File: src/hdl/fla_pkg.sv
package fla_pkg;

  localparam int CELL_W     = 10;
  localparam int LINK_W     = 11;
  localparam int LINK_DEPTH = 1024;
  localparam int COUNT_W    = 11;
  localparam int BLOCKS_W   = 5;
  localparam int ADDR_W     = 20;
  localparam int BCELLS_W   = 7;
  localparam int EBYTES_W   = 11;
  localparam int FUNC_W     = 2;
  localparam int STATUS_W   = 2;
  localparam int CFG_IDX_W  = 2;
  localparam int CFG_DATA_W = 11;

  localparam int DEF_MAX_BLOCKS      = 16;
  localparam int DEF_MAX_BLOCK_CELLS = 64;

  localparam logic [LINK_W-1:0]  NULL_LINK = '1;
  localparam logic [COUNT_W-1:0] COUNT_MAX = '1;

  localparam logic [BCELLS_W-1:0] BLOCK_CELLS_RST = BCELLS_W'(5);
  localparam logic [EBYTES_W-1:0] ELEM_BYTES_RST  = EBYTES_W'(8);

  typedef enum logic [FUNC_W-1:0] {
    FUNC_ALLOC = 2'd0,
    FUNC_FREE  = 2'd1,
    FUNC_QUERY = 2'd2
  } func_e;

  typedef enum logic [STATUS_W-1:0] {
    ST_OK        = 2'd0,
    ST_EXHAUSTED = 2'd1,
    ST_NO_LIVE   = 2'd2
  } status_e;

  typedef enum logic [CFG_IDX_W-1:0] {
    CFG_BLOCK_CELLS = 2'd0,
    CFG_ELEM_BYTES  = 2'd1
  } cfg_idx_e;

  typedef struct packed {
    logic [BCELLS_W-1:0] block_cells;
    logic [EBYTES_W-1:0] elem_bytes;
  } cfg_t;

  typedef struct packed {
    logic              we;
    logic [CELL_W-1:0] addr;
    logic [LINK_W-1:0] data;
  } link_wr_t;

endpackage

File: src/hdl/fla_if.sv
interface fla_req_if import fla_pkg::*; ();
  logic              valid;
  logic              ready;
  logic [FUNC_W-1:0] func;
  logic [CELL_W-1:0] cell_index;

  modport source(output valid, func, cell_index, input ready);
  modport sink(input valid, func, cell_index, output ready);
endinterface

interface fla_rsp_if import fla_pkg::*; ();
  logic                valid;
  logic                ready;
  logic [STATUS_W-1:0] status;
  logic [CELL_W-1:0]   granted_cell;
  logic [ADDR_W-1:0]   byte_address;
  logic                grew;
  logic [COUNT_W-1:0]  live_count;
  logic [COUNT_W-1:0]  free_count;
  logic [BLOCKS_W-1:0] blocks_used;

  modport source(output valid, status, granted_cell, byte_address, grew, live_count,
                 free_count, blocks_used, input ready);
  modport sink(input valid, status, granted_cell, byte_address, grew, live_count,
               free_count, blocks_used, output ready);
endinterface


File: src/hdl/fla_core.sv
module fla_core import fla_pkg::*; #(
  parameter int MAX_BLOCKS      = DEF_MAX_BLOCKS,
  parameter int MAX_BLOCK_CELLS = DEF_MAX_BLOCK_CELLS
) (
  input  logic              clk_i,
  input  logic              rst_ni,
  input  cfg_t              cfg_i,
  fla_req_if.sink           req_i,
  fla_rsp_if.source         rsp_o,
  output link_wr_t          link_wr_o,
  output logic [CELL_W-1:0] link_raddr_o,
  input  logic [LINK_W-1:0] link_rdata_i
);

  localparam int BlkW = $clog2(MAX_BLOCKS + 1);
  localparam int IdxW = $clog2(MAX_BLOCK_CELLS + 1);

  typedef enum logic [2:0] {
    S_IDLE = 3'b001,
    S_EXEC = 3'b010,
    S_GROW = 3'b100
  } state_e;

  state_e              state_q, state_d;
  func_e               func_q;
  logic [CELL_W-1:0]   cell_q;
  logic [LINK_W-1:0]   head_q, head_d;
  logic [COUNT_W-1:0]  live_q, live_d;
  logic [COUNT_W-1:0]  free_q, free_d;
  logic [BlkW-1:0]     blocks_q, blocks_d;
  logic [IdxW-1:0]     idx_q, idx_d;

  logic                out_valid_q, out_valid_d;
  status_e             out_status_q;
  logic [CELL_W-1:0]   out_cell_q;
  logic [ADDR_W-1:0]   out_addr_q;
  logic                out_grew_q;
  logic [COUNT_W-1:0]  out_live_q;
  logic [COUNT_W-1:0]  out_free_q;
  logic [BLOCKS_W-1:0] out_blocks_q;

  logic                accept;
  logic                out_free;
  logic                commit;
  status_e             res_status;
  logic [CELL_W-1:0]   res_cell;
  logic                res_grew;
  logic [20:0]         res_prod;
  logic [IdxW-1:0]     n_eff;
  logic [31:0]         base_full;
  logic [CELL_W-1:0]   base;
  logic [CELL_W-1:0]   grow_cell;
  logic                grow_last;
  logic [COUNT_W:0]    free_sum;
  logic [COUNT_W-1:0]  free_grown;
  logic                head_null;
  logic                can_grow;
  link_wr_t            link_wr;

  assign accept   = req_i.valid && req_i.ready;
  assign out_free = !out_valid_q || rsp_o.ready;
  assign req_i.ready = (state_q == S_IDLE);

  // The link entry behind the current head is always being read, so it is ready
  // in the cycle after an item is taken.
  assign link_raddr_o = head_q[CELL_W-1:0];

  // Block size is clamped to at least one cell and at most a full block slot.
  always_comb begin
    if (cfg_i.block_cells == '0) begin
      n_eff = IdxW'(1);
    end else if (32'(cfg_i.block_cells) > 32'(MAX_BLOCK_CELLS)) begin
      n_eff = IdxW'(MAX_BLOCK_CELLS);
    end else begin
      n_eff = IdxW'(cfg_i.block_cells);
    end
  end

  assign base_full = 32'(blocks_q) * 32'(MAX_BLOCK_CELLS);
  assign base      = base_full[CELL_W-1:0];
  assign grow_cell = base + CELL_W'(idx_q);
  assign grow_last = (idx_q == n_eff - IdxW'(1));
  assign head_null = (head_q == NULL_LINK);
  assign can_grow  = (blocks_q < BlkW'(MAX_BLOCKS));
  assign free_sum  = (COUNT_W + 1)'(free_q) + (COUNT_W + 1)'(n_eff);
  assign free_grown = free_sum[COUNT_W] ? COUNT_MAX : free_sum[COUNT_W-1:0];

  always_comb begin
    state_d    = state_q;
    head_d     = head_q;
    live_d     = live_q;
    free_d     = free_q;
    blocks_d   = blocks_q;
    idx_d      = idx_q;
    commit     = 1'b0;
    res_status = ST_OK;
    res_cell   = '0;
    res_grew   = 1'b0;
    link_wr.we   = 1'b0;
    link_wr.addr = cell_q;
    link_wr.data = head_q;

    unique case (state_q)
      S_IDLE: begin
        if (accept) begin
          state_d = S_EXEC;
        end
      end
      S_EXEC: begin
        case (func_q)
          FUNC_ALLOC: begin
            if (head_null && can_grow) begin
              state_d = S_GROW;
              idx_d   = '0;
            end else if (head_null) begin
              commit     = out_free;
              res_status = ST_EXHAUSTED;
            end else begin
              commit   = out_free;
              res_cell = head_q[CELL_W-1:0];
              head_d   = link_rdata_i;
              free_d   = (free_q == '0) ? free_q : free_q - COUNT_W'(1);
              live_d   = (live_q == COUNT_MAX) ? live_q : live_q + COUNT_W'(1);
            end
          end
          FUNC_FREE: begin
            if (live_q == '0) begin
              commit     = out_free;
              res_status = ST_NO_LIVE;
            end else begin
              commit     = out_free;
              link_wr.we = out_free;
              head_d     = {1'b0, cell_q};
              free_d     = (free_q == COUNT_MAX) ? free_q : free_q + COUNT_W'(1);
              live_d     = live_q - COUNT_W'(1);
            end
          end
          default: begin
            commit = out_free;
          end
        endcase
      end
      S_GROW: begin
        // One link write per cycle, ascending; the last cell ends the list.
        link_wr.we   = 1'b1;
        link_wr.addr = grow_cell;
        link_wr.data = grow_last ? NULL_LINK : {1'b0, grow_cell + CELL_W'(1)};
        if (!grow_last) begin
          idx_d = idx_q + IdxW'(1);
        end else begin
          // The first cell of the block is popped right away.
          commit   = out_free;
          res_grew = 1'b1;
          res_cell = base;
          head_d   = (n_eff == IdxW'(1)) ? NULL_LINK : {1'b0, base + CELL_W'(1)};
          free_d   = free_grown - COUNT_W'(1);
          live_d   = (live_q == COUNT_MAX) ? live_q : live_q + COUNT_W'(1);
          blocks_d = blocks_q + BlkW'(1);
        end
      end
      default: state_d = S_IDLE;
    endcase

    if (commit) begin
      state_d = S_IDLE;
    end else begin
      head_d   = head_q;
      live_d   = live_q;
      free_d   = free_q;
      blocks_d = blocks_q;
    end
  end

  assign link_wr_o = link_wr;

  assign res_prod = 21'(res_cell) * 21'(cfg_i.elem_bytes);

  assign out_valid_d = commit ? 1'b1 : (rsp_o.ready ? 1'b0 : out_valid_q);

  always_ff @(posedge clk_i or negedge rst_ni) begin
    if (!rst_ni) begin
      state_q     <= S_IDLE;
      head_q      <= NULL_LINK;
      live_q      <= '0;
      free_q      <= '0;
      blocks_q    <= '0;
      idx_q       <= '0;
      out_valid_q <= 1'b0;
    end else begin
      state_q     <= state_d;
      head_q      <= head_d;
      live_q      <= live_d;
      free_q      <= free_d;
      blocks_q    <= blocks_d;
      idx_q       <= idx_d;
      out_valid_q <= out_valid_d;
    end
  end

  always_ff @(posedge clk_i) begin
    if (accept) begin
      func_q <= func_e'(req_i.func);
      cell_q <= req_i.cell_index;
    end
    if (commit) begin
      out_status_q <= res_status;
      out_cell_q   <= res_cell;
      out_addr_q   <= res_prod[ADDR_W-1:0];
      out_grew_q   <= res_grew;
      out_live_q   <= live_d;
      out_free_q   <= free_d;
      out_blocks_q <= BLOCKS_W'(blocks_d);
    end
  end

  assign rsp_o.valid        = out_valid_q;
  assign rsp_o.status       = out_status_q;
  assign rsp_o.granted_cell = out_cell_q;
  assign rsp_o.byte_address = out_addr_q;
  assign rsp_o.grew         = out_grew_q;
  assign rsp_o.live_count   = out_live_q;
  assign rsp_o.free_count   = out_free_q;
  assign rsp_o.blocks_used  = out_blocks_q;

  // An empty free list always comes with a zero free count. A double free can
  // close the list into a loop, so a zero count does not imply an empty list.
  assert property (@(posedge clk_i) disable iff (!rst_ni)
    (head_q == NULL_LINK) |-> (free_q == '0))
    else $error("free list head and free count disagree");

  // Every finished item returns the controller to idle.
  assert property (@(posedge clk_i) disable iff (!rst_ni)
    commit |=> (state_q == S_IDLE) && out_valid_q)
    else $error("result not presented after commit");

  // The pool never grows past its block limit.
  assert property (@(posedge clk_i) disable iff (!rst_ni)
    blocks_q <= BlkW'(MAX_BLOCKS))
    else $error("block count above limit");

  // A grow only starts from an empty list and never writes past its block.
  assert property (@(posedge clk_i) disable iff (!rst_ni)
    (state_q == S_GROW) |-> head_null && (idx_q < n_eff))
    else $error("link write outside the growing block");

endmodule

File: src/flat_wrapper.sv
// flat-port wrapper written by rule: the top's interface ports become plain ports
module fla_core_flat import fla_pkg::*;
#(
  parameter int MAX_BLOCKS      = DEF_MAX_BLOCKS,
  parameter int MAX_BLOCK_CELLS = DEF_MAX_BLOCK_CELLS
)
  (clk_i, rst_ni, cfg_i, link_wr_o, link_raddr_o, link_rdata_i, req_i_valid, req_i_func, req_i_cell_index, req_i_ready, rsp_o_valid, rsp_o_status, rsp_o_granted_cell, rsp_o_byte_address, rsp_o_grew, rsp_o_live_count, rsp_o_free_count, rsp_o_blocks_used, rsp_o_ready);
  fla_req_if req_i_i ();
  fla_rsp_if rsp_o_i ();
  input  logic clk_i;
  input  logic rst_ni;
  input  cfg_t cfg_i;
  output link_wr_t link_wr_o;
  output logic [CELL_W-1:0] link_raddr_o;
  input  logic [LINK_W-1:0] link_rdata_i;
  input wire logic [$bits(req_i_i.valid)-1:0] req_i_valid;
  input wire logic [$bits(req_i_i.func)-1:0] req_i_func;
  input wire logic [$bits(req_i_i.cell_index)-1:0] req_i_cell_index;
  output wire logic [$bits(req_i_i.ready)-1:0] req_i_ready;
  output wire logic [$bits(rsp_o_i.valid)-1:0] rsp_o_valid;
  output wire logic [$bits(rsp_o_i.status)-1:0] rsp_o_status;
  output wire logic [$bits(rsp_o_i.granted_cell)-1:0] rsp_o_granted_cell;
  output wire logic [$bits(rsp_o_i.byte_address)-1:0] rsp_o_byte_address;
  output wire logic [$bits(rsp_o_i.grew)-1:0] rsp_o_grew;
  output wire logic [$bits(rsp_o_i.live_count)-1:0] rsp_o_live_count;
  output wire logic [$bits(rsp_o_i.free_count)-1:0] rsp_o_free_count;
  output wire logic [$bits(rsp_o_i.blocks_used)-1:0] rsp_o_blocks_used;
  input wire logic [$bits(rsp_o_i.ready)-1:0] rsp_o_ready;
  assign req_i_i.valid = req_i_valid;
  assign req_i_i.func = req_i_func;
  assign req_i_i.cell_index = req_i_cell_index;
  assign req_i_ready = req_i_i.ready;
  assign rsp_o_valid = rsp_o_i.valid;
  assign rsp_o_status = rsp_o_i.status;
  assign rsp_o_granted_cell = rsp_o_i.granted_cell;
  assign rsp_o_byte_address = rsp_o_i.byte_address;
  assign rsp_o_grew = rsp_o_i.grew;
  assign rsp_o_live_count = rsp_o_i.live_count;
  assign rsp_o_free_count = rsp_o_i.free_count;
  assign rsp_o_blocks_used = rsp_o_i.blocks_used;
  assign rsp_o_i.ready = rsp_o_ready;
  fla_core #(.MAX_BLOCKS(MAX_BLOCKS), .MAX_BLOCK_CELLS(MAX_BLOCK_CELLS)) u_core (.clk_i(clk_i), .rst_ni(rst_ni), .cfg_i(cfg_i), .req_i(req_i_i), .rsp_o(rsp_o_i), .link_wr_o(link_wr_o), .link_raddr_o(link_raddr_o), .link_rdata_i(link_rdata_i));
endmodule
File: config.mk
export PLATFORM = sky130hd
export DESIGN_NAME = fla_core_flat
export DESIGN_NICKNAME = d
export VERILOG_FILES = /design/src/hdl/fla_pkg.sv /design/src/hdl/fla_if.sv /design/src/hdl/fla_core.sv /design/src/flat_wrapper.sv
export SDC_FILE = /design/constraint.sdc
export NUM_CORES = 1
export LEC_CHECK = 0
export BUFFER_PORTS_ARGS = -buffer_cell sky130_fd_sc_hd__buf_2
export CORE_ASPECT_RATIO = 1.4
export CORE_UTILIZATION = 45
export DETAILED_ROUTE_END_ITERATION = 6
export PLACE_DENSITY = 0.65
export RECOVER_POWER = 50
export SYNTH_ARGS = -nofsm -noshare
export SYNTH_HDL_FRONTEND = slang
export SYNTH_SLANG_ARGS = --single-unit
File: constraint.sdc
create_clock -name clk_i -period 8.3 [get_ports clk_i]
set_clock_uncertainty 0.15 [all_clocks]
set_input_delay 0.83 -clock clk_i [delete_from_list [all_inputs] [get_ports clk_i]]
set_output_delay 0.83 -clock clk_i [all_outputs]
set_load 0.02 [all_outputs]
* Word level (Yosys, flattened, before mapping) *
Cells that the tools add are included.

operators by class
  equality and inequality tests = 21
  reductions and logical operators = 13
  mux-type cells = 60
  $mul = 1
  add/sub/neg operators = 12
  order comparisons = 2

operators by type and width
  cell                                                number
  2-to-1 mux 11 bit                                   20
  one-hot mux 11 bit (2 select lines)                 6
  2-to-1 mux 10 bit                                   4
  2-to-1 mux 7 bit                                    5
  == test 11 bit, second input constant               3
  subtractor 11 x 1 -> 11 bit, second input constant  3
  adder 11 x 1 -> 11 bit, second input constant       2
  logical NOT 11 bit                                  2
  2-to-1 mux 21 bit                                   1
  adder 10 x 1 -> 10 bit, second input constant       2
  multiplier 10 x 11 -> 20 bit                        1
  one-hot mux 10 bit (2 select lines)                 1
  2-to-1 mux 5 bit                                    3
  != test 3 bit, second input constant                5
  one-hot mux 7 bit (2 select lines)                  1
  adder 11 x 7 -> 12 bit                              1
  2-to-1 mux 3 bit                                    4
  adder 10 x 7 -> 10 bit                              1
  2-to-1 mux 1 bit                                    9
  one-hot mux 3 bit (3 select lines)                  1
  AND reduction 4 bit                                 2
  adder 7 x 1 -> 7 bit, second input constant         1
  == test 7 x 1 -> 1 bit, second input constant       1
  == test 7 bit                                       1
  other kinds (22)                                    29

word-level totals
  bits in registers = 121
  word-level logic and storage cells = 125
  output and inout bits = 94
  input port bits = 45

* Longest topological paths before layout *
Gate-level depths: netlist of run 1.

  depth in word-level cells = 9
  depth in mapped cells = 33

* Worst setup path before layout of run 1 *
No wires, ideal clock.

  path kind = input to register
  start point = input port cfg_i[17] (netlist bit)
  end point = register u_core.out_addr_q[19] (netlist: u_core.rsp_o.byte_address[19]), data pin
  setup time = 0.259 ns
  required time = 7.891 ns
  stages on the path = 31
  setup slack = -0.269 ns
  arrival time = 8.159 ns
  path buffers = 3
  cell sequence = clkbuf_1 -> nor2b_1 -> a21oi_1 -> ha_1 -> nor2b_1 -> a311o_1 -> a311oi_1 -> o211ai_1 -> or3_1 -> buf_4 -> clkinv_4 -> a22o_1 -> clkbuf_1 -> nand2_1 -> fa_1 -> fa_1 -> inv_1 -> fa_1 -> fa_1 -> inv_1 -> fa_1 -> inv_1 -> ha_1 -> and2_1 -> a221oi_1 -> o21ai_0 -> o41ai_1 -> o21ai_0 -> a21o_1 -> a21oi_1 -> xnor2_1

on the way
  word-level cells in the longest chain between the ends = 8

ends and longest elaborated chain
  item                                     line                source
  from (decl)                              flat_wrapper.sv:12  input cfg_t cfg_i;
  > comparator 7 bit                       fla_core.sv:72      end else if (32'(cfg_i.block_cells) > 32'(MAX_BLOCK_CELLS)) begin
  2-to-1 mux 7 bit                         fla_core.sv:72
  2-to-1 mux 7 bit (*)                     fla_core.sv:70      if (cfg_i.block_cells == '0) begin
  subtractor 7 x 1 -> 7 bit (*)            fla_core.sv:82      assign grow_last = (idx_q == n_eff - IdxW'(1));
  == test 7 bit (*)                        fla_core.sv:82
  2-to-1 mux 10 bit (*)                    fla_core.sv:148     if (!grow_last) begin
  one-hot mux 10 bit (2 select lines) (*)  fla_core.sv:103     unique case (state_q)
  named net u_core.res_cell[8]             fla_core.sv:46      logic [CELL_W-1:0] res_cell;
  multiplier 10 x 11 -> 20 bit (*)         fla_core.sv:176     assign res_prod = 21'(res_cell) * 21'(cfg_i.elem_bytes);
  named net u_core.res_prod[19]            fla_core.sv:48      logic [20:0] res_prod;
  to (signal assigned)                     fla_core.sv:208     out_addr_q <= res_prod[ADDR_W-1:0];
  to (decl)                                fla_core.sv:36      logic [ADDR_W-1:0] out_addr_q;

Mark *: on every way through the listed nets, which the timed path passes. The rest lies on a longest branch.
A chain may end at the register's enable or synchronous reset.

* Worst setup path in the final report of run 1 *
  start point = register u_core.head_q[4]
  end point = register u_core.out_addr_q[19] (netlist: u_core.rsp_o.byte_address[19]), data pin

on the way
  word-level cells in the longest chain between the ends = 6

ends and longest elaborated chain
  item                                                           line                              source
  from (decl)                                                    fla_core.sv:27                    logic [LINK_W-1:0] head_q, head_d;
  from (signal assigned)                                         fla_core.sv:183                   head_q <= NULL_LINK;
  from (signal assigned)                                         fla_core.sv:191                   head_q <= head_d;
  == test 11 bit                                                 fla_core.sv:83                    assign head_null = (head_q == NULL_LINK);
  2-to-1 mux 10 bit / logical AND 1 bit (equally long branches)  fla_core.sv:115, fla_core.sv:112
  2-to-1 mux 10 bit (*)                                          fla_core.sv:112                   if (head_null && can_grow) begin
  2-to-1 mux 10 bit (*)                                          fla_core.sv:110                   case (func_q)
  one-hot mux 10 bit (2 select lines) (*)                        fla_core.sv:103
  multiplier 10 x 11 -> 20 bit (*)                               fla_core.sv:176
  named net u_core.res_prod[19]                                  fla_core.sv:48

Marks and branches as above.

==> results of run 1 <==
==> registers in the layout, summed over array words and instances (netlist names) <==
signal,count
u_core.rsp_o.status,2
u_core.rsp_o.byte_address,20
u_core.idx_q,7
u_core.live_q,11
u_core.state_q,3
u_core.rsp_o.granted_cell,10
u_core.rsp_o.free_count,11
u_core.free_q,11
u_core.cell_q,10
u_core.func_q,2
u_core.rsp_o.blocks_used,5
u_core.blocks_q,5
u_core.rsp_o.grew,1
u_core.head_q,11
u_core.rsp_o.live_count,11
u_core.rsp_o.valid,1
==> cell families after synthesis <==
family	after synthesis
buf+inv	185
xor+xnor	56
fa+ha+maj	142
mux	19
flops	121
compound gates	247
simple gates	441
==> final timing paths <==
kind	startpoint	endpoint	slack, ns	depth (start not counted)
setup / recovery	u_core.head_q[4]	u_core.rsp_o.byte_address[19]	0.47	25
hold / removal	u_core.head_q[10]	u_core.head_q[10]	0.38	1
setup reg to reg	u_core.head_q[4]	u_core.rsp_o.byte_address[19]	0.47	25
hold reg to reg	u_core.head_q[10]	u_core.head_q[10]	0.38	1
max in group asynchronous	rst_ni	u_core.live_q[2]	4.99	2
min in group asynchronous	rst_ni	u_core.free_q[5]	1.31	2
==> per-stage QoR <==
stage	utilization	hold slack [ns]	std cells	setup slack, ns
after global routing	0.520	0.395	1646	0.0792
after global placement	0.499	0.367	1614	0.0351
final	0.520	0.376	1646	0.472
after floorplan	-	0.351	1211	0.0122
after detailed placement	0.499	0.372	1614	-0.101
after CTS	0.525	0.381	1646	0.369
==> layout make-up <==
type / instances / area (sq um)
timing repair buffer: 172 / 833
clock inverter: 14 / 198
clock buffer: 18 / 429
tap: 310 / 388
multi-input combinational: 905 / 6770
inverter: 106 / 404
sequential: 121 / 3400
fill: 2305 / 11500
==> worst max-delay path, delay by kind of cell (launching register included) <==
kind / cells / cell delay (ns)
flops: 1 / 0.84
compound gates: 7 / 1.73
simple gates: 5 / 1.18
xor+xnor: 1 / 0.09
buf+inv: 6 / 0.72
fa+ha+maj: 6 / 2.86
==> report_power, final <==
part,switching [mW],internal [mW]
Sequential,0.201,0.826
Clock,0.299,0.504
Combinational,0.746,0.394
==> per-layer routing <==
metal  wire (um)  share of wire  vias up  track usage
li1            -              -     4400            -
met1       12000           0.39     4579        0.288
met2       16200           0.53      313        0.460
met3        1310          0.043       72       0.0369
met4        1070          0.035        0        0.123
met5           0              0        -            0
==> cell usage in the layout, fill, tap and decap left out, drive strengths merged, types with 6 or more instances in the layout <==
cell,synthesis,routed
a211oi,8,8
a21o,18,18
a21oi,61,61
a31oi,12,12
and2,41,41
and3,37,37
buf,25,94
clkbuf,54,96
clkinv,1,8
dfrtp,37,37
dfstp,12,12
edfxtp,72,72
fa,70,70
ha,72,72
inv,105,106
mux2,11,11
mux2i,8,8
nand2,177,177
nand2b,13,13
nand3,26,26
nand4,14,14
nor2,56,56
nor2b,13,13
nor3,21,21
nor4,6,6
o211ai,6,6
o21ai,70,70
o22ai,6,6
or2,10,10
or3,12,12
xnor2,38,38
xor2,18,18
==> flow_metrics.py, run 1 <==
metrics = {
    "placed_design": {
        "place.gp.congestion": 0.951,
        "placed_area_sq_mm": 0.0119,
        "io_buffers": 138,
        "place_hpwl_mm": 23.1,
    },
    "synthesis": {
        "synth_top_area_frac": 0.198,
        "ys_ff_latch": 121,
        "synth_area_sq_mm": 0.0109,
        "synth-simple-area-share": 0.198,
        "syn_avg_cell_area_sq_um": 9.02,
        "synth-compound-area-share": 0.147,
        "synth_mux_area_frac": 0.0187,
        "synth-xor-area-share": 0.0449,
        "synth_area_leaders": "edfxtp_1, fa_1, dfrtp_1, ha_1, nand2_1",
        "synth-edff-count": 72,
        "synth.distinct_cells": 76,
        "netlist_top_cells_count": "nand2_1, inv_1, edfxtp_1, ha_1",
        "synth_top_family_by_area": "adder cells",
        "yosysWarnings": 0,
        "ys.flop_type": "edfxtp_1",
        "synthCells": 1211,
        "synth-adder-area-share": 0.211,
        "syn_nets": 1398,
        "yosysMostFrequentCell": "nand2_1",
        "synth_area_leader_cell": "edfxtp_1",
        "ys_seq_area_frac": 0.312,
        "ys_async_sr_fraction": 0.405,
    },
    "worst_setup_path": {
        "cp_slowest_cell": "dfstp_1",
        "crit_type": "reg -> reg",
        "critical_path_arrival_ns": 7.87,
        "crit_top_cell": "fa_1",
        "critical_path.max_stage_delay_ns": 0.84,
        "cp_max_fo": 24,
        "required_ns": 8.34,
        "end_kind": "flop",
        "crit_path_start_kind": "flop",
    },
    "routing": {
        "drtPass1Iterations": 5,
        "drc": 0,
        "viasPerCell": 5.69,
        "wl_per_cell_um": 18.6,
        "wl_mm": 30.6,
        "ant_nets": 0,
        "drtIter0Drc": 449,
        "vias": 9364,
    },
    "clocking": {
        "clock-root-buffer": "clkbuf_16",
        "clkTransAtPathRegs_ns": 0.06,
        "cts_inserted_buffers": 17,
        "cts_tree": "yes",
        "h-tree-depth": 4,
        "cts_num_sinks": 121,
        "cts_repair_resize_count": 0,
        "cts_setup_buffers": 0,
        "clockBufferDepth": 2,
        "clk_latency_ns": 0.44,
        "postCtsHoldBufs": 0,
    },
    "floorplan": {
        "die_x_um": 134,
        "io_pins": 139,
        "dieArea_sq_mm": 0.0249,
        "core_area_sq_mm": 0.0239,
        "std_cell_rows": 67,
        "initial_core_util": 0.457,
        "fp.dieH_um": 186,
    },
    "sta": {
        "rsz0062_at_grt": "false",
        "slew_violations": 92,
        "fmax_ghz": 0.128,
        "relSlewSlack": -0.995,
        "finalSetupViolCount": 0,
        "fin_crit_sh": 0.943,
        "layout_min_cycle_time_ns": 7.83,
        "finalHoldViolations": 0,
        "worst_pin_slew_ns": 2.99,
        "fin_setup_tns_ns": 0,
    },
    "grt": {
        "grt_first_pass_wirelength_mm": 48.8,
        "grt.overflow.total": 0,
        "grt_max_degree": 59,
        "grt_antenna_before_repair": 0,
        "grt_pass1_vias": 9359,
        "grt.total_usage": 0.254,
    },
    "min_path": {
        "worstHoldPathType": "reg -> reg",
    },
    "power": {
        "power.density_mw_per_mm2": 239,
        "cellLeakagePower_nw": 5.71,
        "ir_drop_mv": 0.168,
        "total_power_mw": 2.97,
    },
    "finish": {
        "antenna_cells": 0,
        "drive_above_1_share": 0.118,
        "area_growth_pct": 13.8,
        "finalInstanceArea_sq_mm": 0.0124,
        "nNetsFinal": 1510,
    },
    "outcome": {
        "outcome": "complete, but fails checks",
        "failed_checks": "capacitance limit, slew limit",
    },
    "job": {
        "cap_violations": 2,
    },
}
No activity file was read; power rests on OpenSTA's default activity.
==> run 2, diff against run 1 <==
--- a/config.mk
+++ b/config.mk
@@ -9,7 +9,6 @@
 export CORE_ASPECT_RATIO = 1.4
 export CORE_UTILIZATION = 45
 export DETAILED_ROUTE_END_ITERATION = 6
-export PLACE_DENSITY = 0.65
 export RECOVER_POWER = 50
 export SYNTH_ARGS = -nofsm -noshare
 export SYNTH_HDL_FRONTEND = slang
==> flow_metrics.py, run 2 (synthesized netlist as in run 1, its figures left out) <==
metrics = {
    "outcome": {
        "outcome": "complete, but fails checks",
        "failed_checks": "capacitance limit, slew limit",
    },
    "worst_setup_path": {
        "crit_top_cell": "fa_1",
        "cp_max_fo": 5,
        "crit_type": "in -> reg",
        "cp-startpoint": "cfg_i[11]",
        "critical_path_arrival_ns": 7.93,
        "cp_slowest_cell": "fa_1",
        "required_ns": 8.34,
        "crit_path_start_kind": "input pin",
        "end_kind": "flop",
        "critical_path.max_stage_delay_ns": 0.55,
        "r2r_slack_ns": 0.88,
        "regToRegStartpoint": "u_core.head_q[5]",
        "rr_endpoint": "u_core.rsp_o.byte_address[19]",
        "critPathCapture": "u_core.rsp_o.byte_address[19]",
        "r2r_cells": 25,
    },
    "clocking": {
        "cts_setup_buffers": 0,
        "cts_tree": "yes",
        "cts_repair_resize_count": 0,
        "h-tree-depth": 4,
        "clk_latency_ns": 0.43,
        "cts_num_sinks": 121,
        "clkTransAtPathRegs_ns": 0.06,
        "clockBufferDepth": 2,
        "cts_inserted_buffers": 17,
        "clock-root-buffer": "clkbuf_16",
        "postCtsHoldBufs": 0,
    },
    "floorplan": {
        "dieArea_sq_mm": 0.0249,
        "core_area_sq_mm": 0.0239,
        "fp.dieH_um": 186,
        "std_cell_rows": 67,
        "initial_core_util": 0.457,
        "die_x_um": 134,
        "io_pins": 139,
    },
    "finish": {
        "antenna_cells": 0,
        "fin_cells": 1649,
        "final_cell_mix": "nand2_1, inv_1, clkbuf_1",
        "nFillCells": 2329,
        "layout_commonest_cell": "nand2_1",
        "largest_reg_flops": 20,
        "area_growth_pct": 14.1,
        "nNetsFinal": 1513,
        "seq_area_sq_mm": 0.00340,
        "multi_input_area_sq_mm": 0.00677,
        "drive_above_1_share": 0.117,
    },
    "sta": {
        "finalSetupViolCount": 0,
        "setup_slack_ns": 0.413,
        "layout_min_cycle_time_ns": 7.89,
        "fmax_ghz": 0.127,
        "worst_pin_slew_ns": 3.00,
        "fin_crit_sh": 0.950,
        "whs_ns": 0.373,
        "slew_violations": 92,
        "relSlewSlack": -0.999,
        "finalHoldViolations": 0,
        "rsz0062_at_grt": "false",
    },
    "routing": {
        "wl_per_cell_um": 19.0,
        "drtPass1Iterations": 5,
        "drtIter0Drc": 500,
        "wl_mm": 31.3,
        "ant_nets": 0,
        "drc": 0,
        "viasPerCell": 5.67,
        "vias": 9352,
    },
    "power": {
        "ir_drop_mv": 0.178,
        "cellLeakagePower_nw": 5.72,
        "power.density_mw_per_mm2": 241,
        "total_power_mw": 3.00,
    },
    "grt": {
        "grt.total_usage": 0.261,
        "grt_pass1_vias": 9342,
        "grt_antenna_before_repair": 0,
        "grt_max_degree": 64,
        "grt.overflow.total": 0,
        "grt_first_pass_wirelength_mm": 49.7,
    },
    "placed_design": {
        "place.gp.congestion": 0.941,
        "place_inst": 1617,
        "io_buffers": 138,
        "place_hpwl_mm": 23.7,
        "place_ws_ns": -0.0979,
    },
    "min_path": {
        "worstHoldPathType": "reg -> reg",
    },
    "job": {
        "cap_violations": 2,
    },
}
==> run 2: changes by cell type in the layout (fill, tap and decap cells not counted), moves of 2 or more <==
| cell | change |
|---|---|
| buf_2 | -3 |
| buf_4 | +3 |
| clkinv_1 | +3 |
| clkinv_4 | -3 |
| clkbuf_1 | +2 |
| inv_6 | -2 |
==> run 2: how the worst min path moves through the flow <==
stage	cells after the start	endpoint	start
final	1	u_core.head_q[10]	u_core.head_q[10]
after detailed placement	1	u_core.head_q[10]	u_core.head_q[10]
after CTS	1	u_core.head_q[10]	u_core.head_q[10]
after global placement	1	u_core.head_q[10]	u_core.head_q[10]
after floorplan	1	u_core.head_q[10]	u_core.head_q[10]
after global routing	1	u_core.head_q[10]	u_core.head_q[10]
==> run 2: report_power, final <==
group | switching, mW | leakage, nW | internal, mW
combinational | 0.760 | 4.13 | 0.399
sequential | 0.194 | 1.28 | 0.826
clock | 0.285 | 0.304 | 0.536
==> run 2: layout make-up <==
class,count,area share
repair buffers,175,0.0684
clock inverters,14,0.0163
well taps,310,0.0311
multi-input cells,905,0.543
flip-flops and latches,121,0.273
clock buffers,18,0.0352
inverters,106,0.0324
==> run 2: through the flow <==
stage | cell area, sq um | setup TNS [ns] | util
3_3_place_gp | 11900 | 0 | 0.500
2_1_floorplan | 10900 | 0 | -
3_5_place_dp | 11900 | -0.0979 | 0.500
4_1_cts | 12600 | 0 | 0.527
5_1_grt | 12500 | 0 | 0.522
6_report | 12500 | 0 | 0.522
==> run 2: critical path: cells and delay by family <==
family / cells / cell delay [ns]
AOI/OAI and AO/OA: 11 / 2.59
adders and majority gates: 7 / 3.21
xor gates and xnor gates: 1 / 0.09
buffers and inverters: 5 / 0.33
and+or+nand+nor: 5 / 0.88
==> run 2: per-layer routing <==
metal / up-vias / global-route usage / routed length, um
met5: - / 0 / 0
met4: 0 / 0.127 / 1260
met3: 67 / 0.0440 / 1230
met2: 243 / 0.478 / 16800
met1: 4634 / 0.287 / 12000
li1: 4408 / - / -
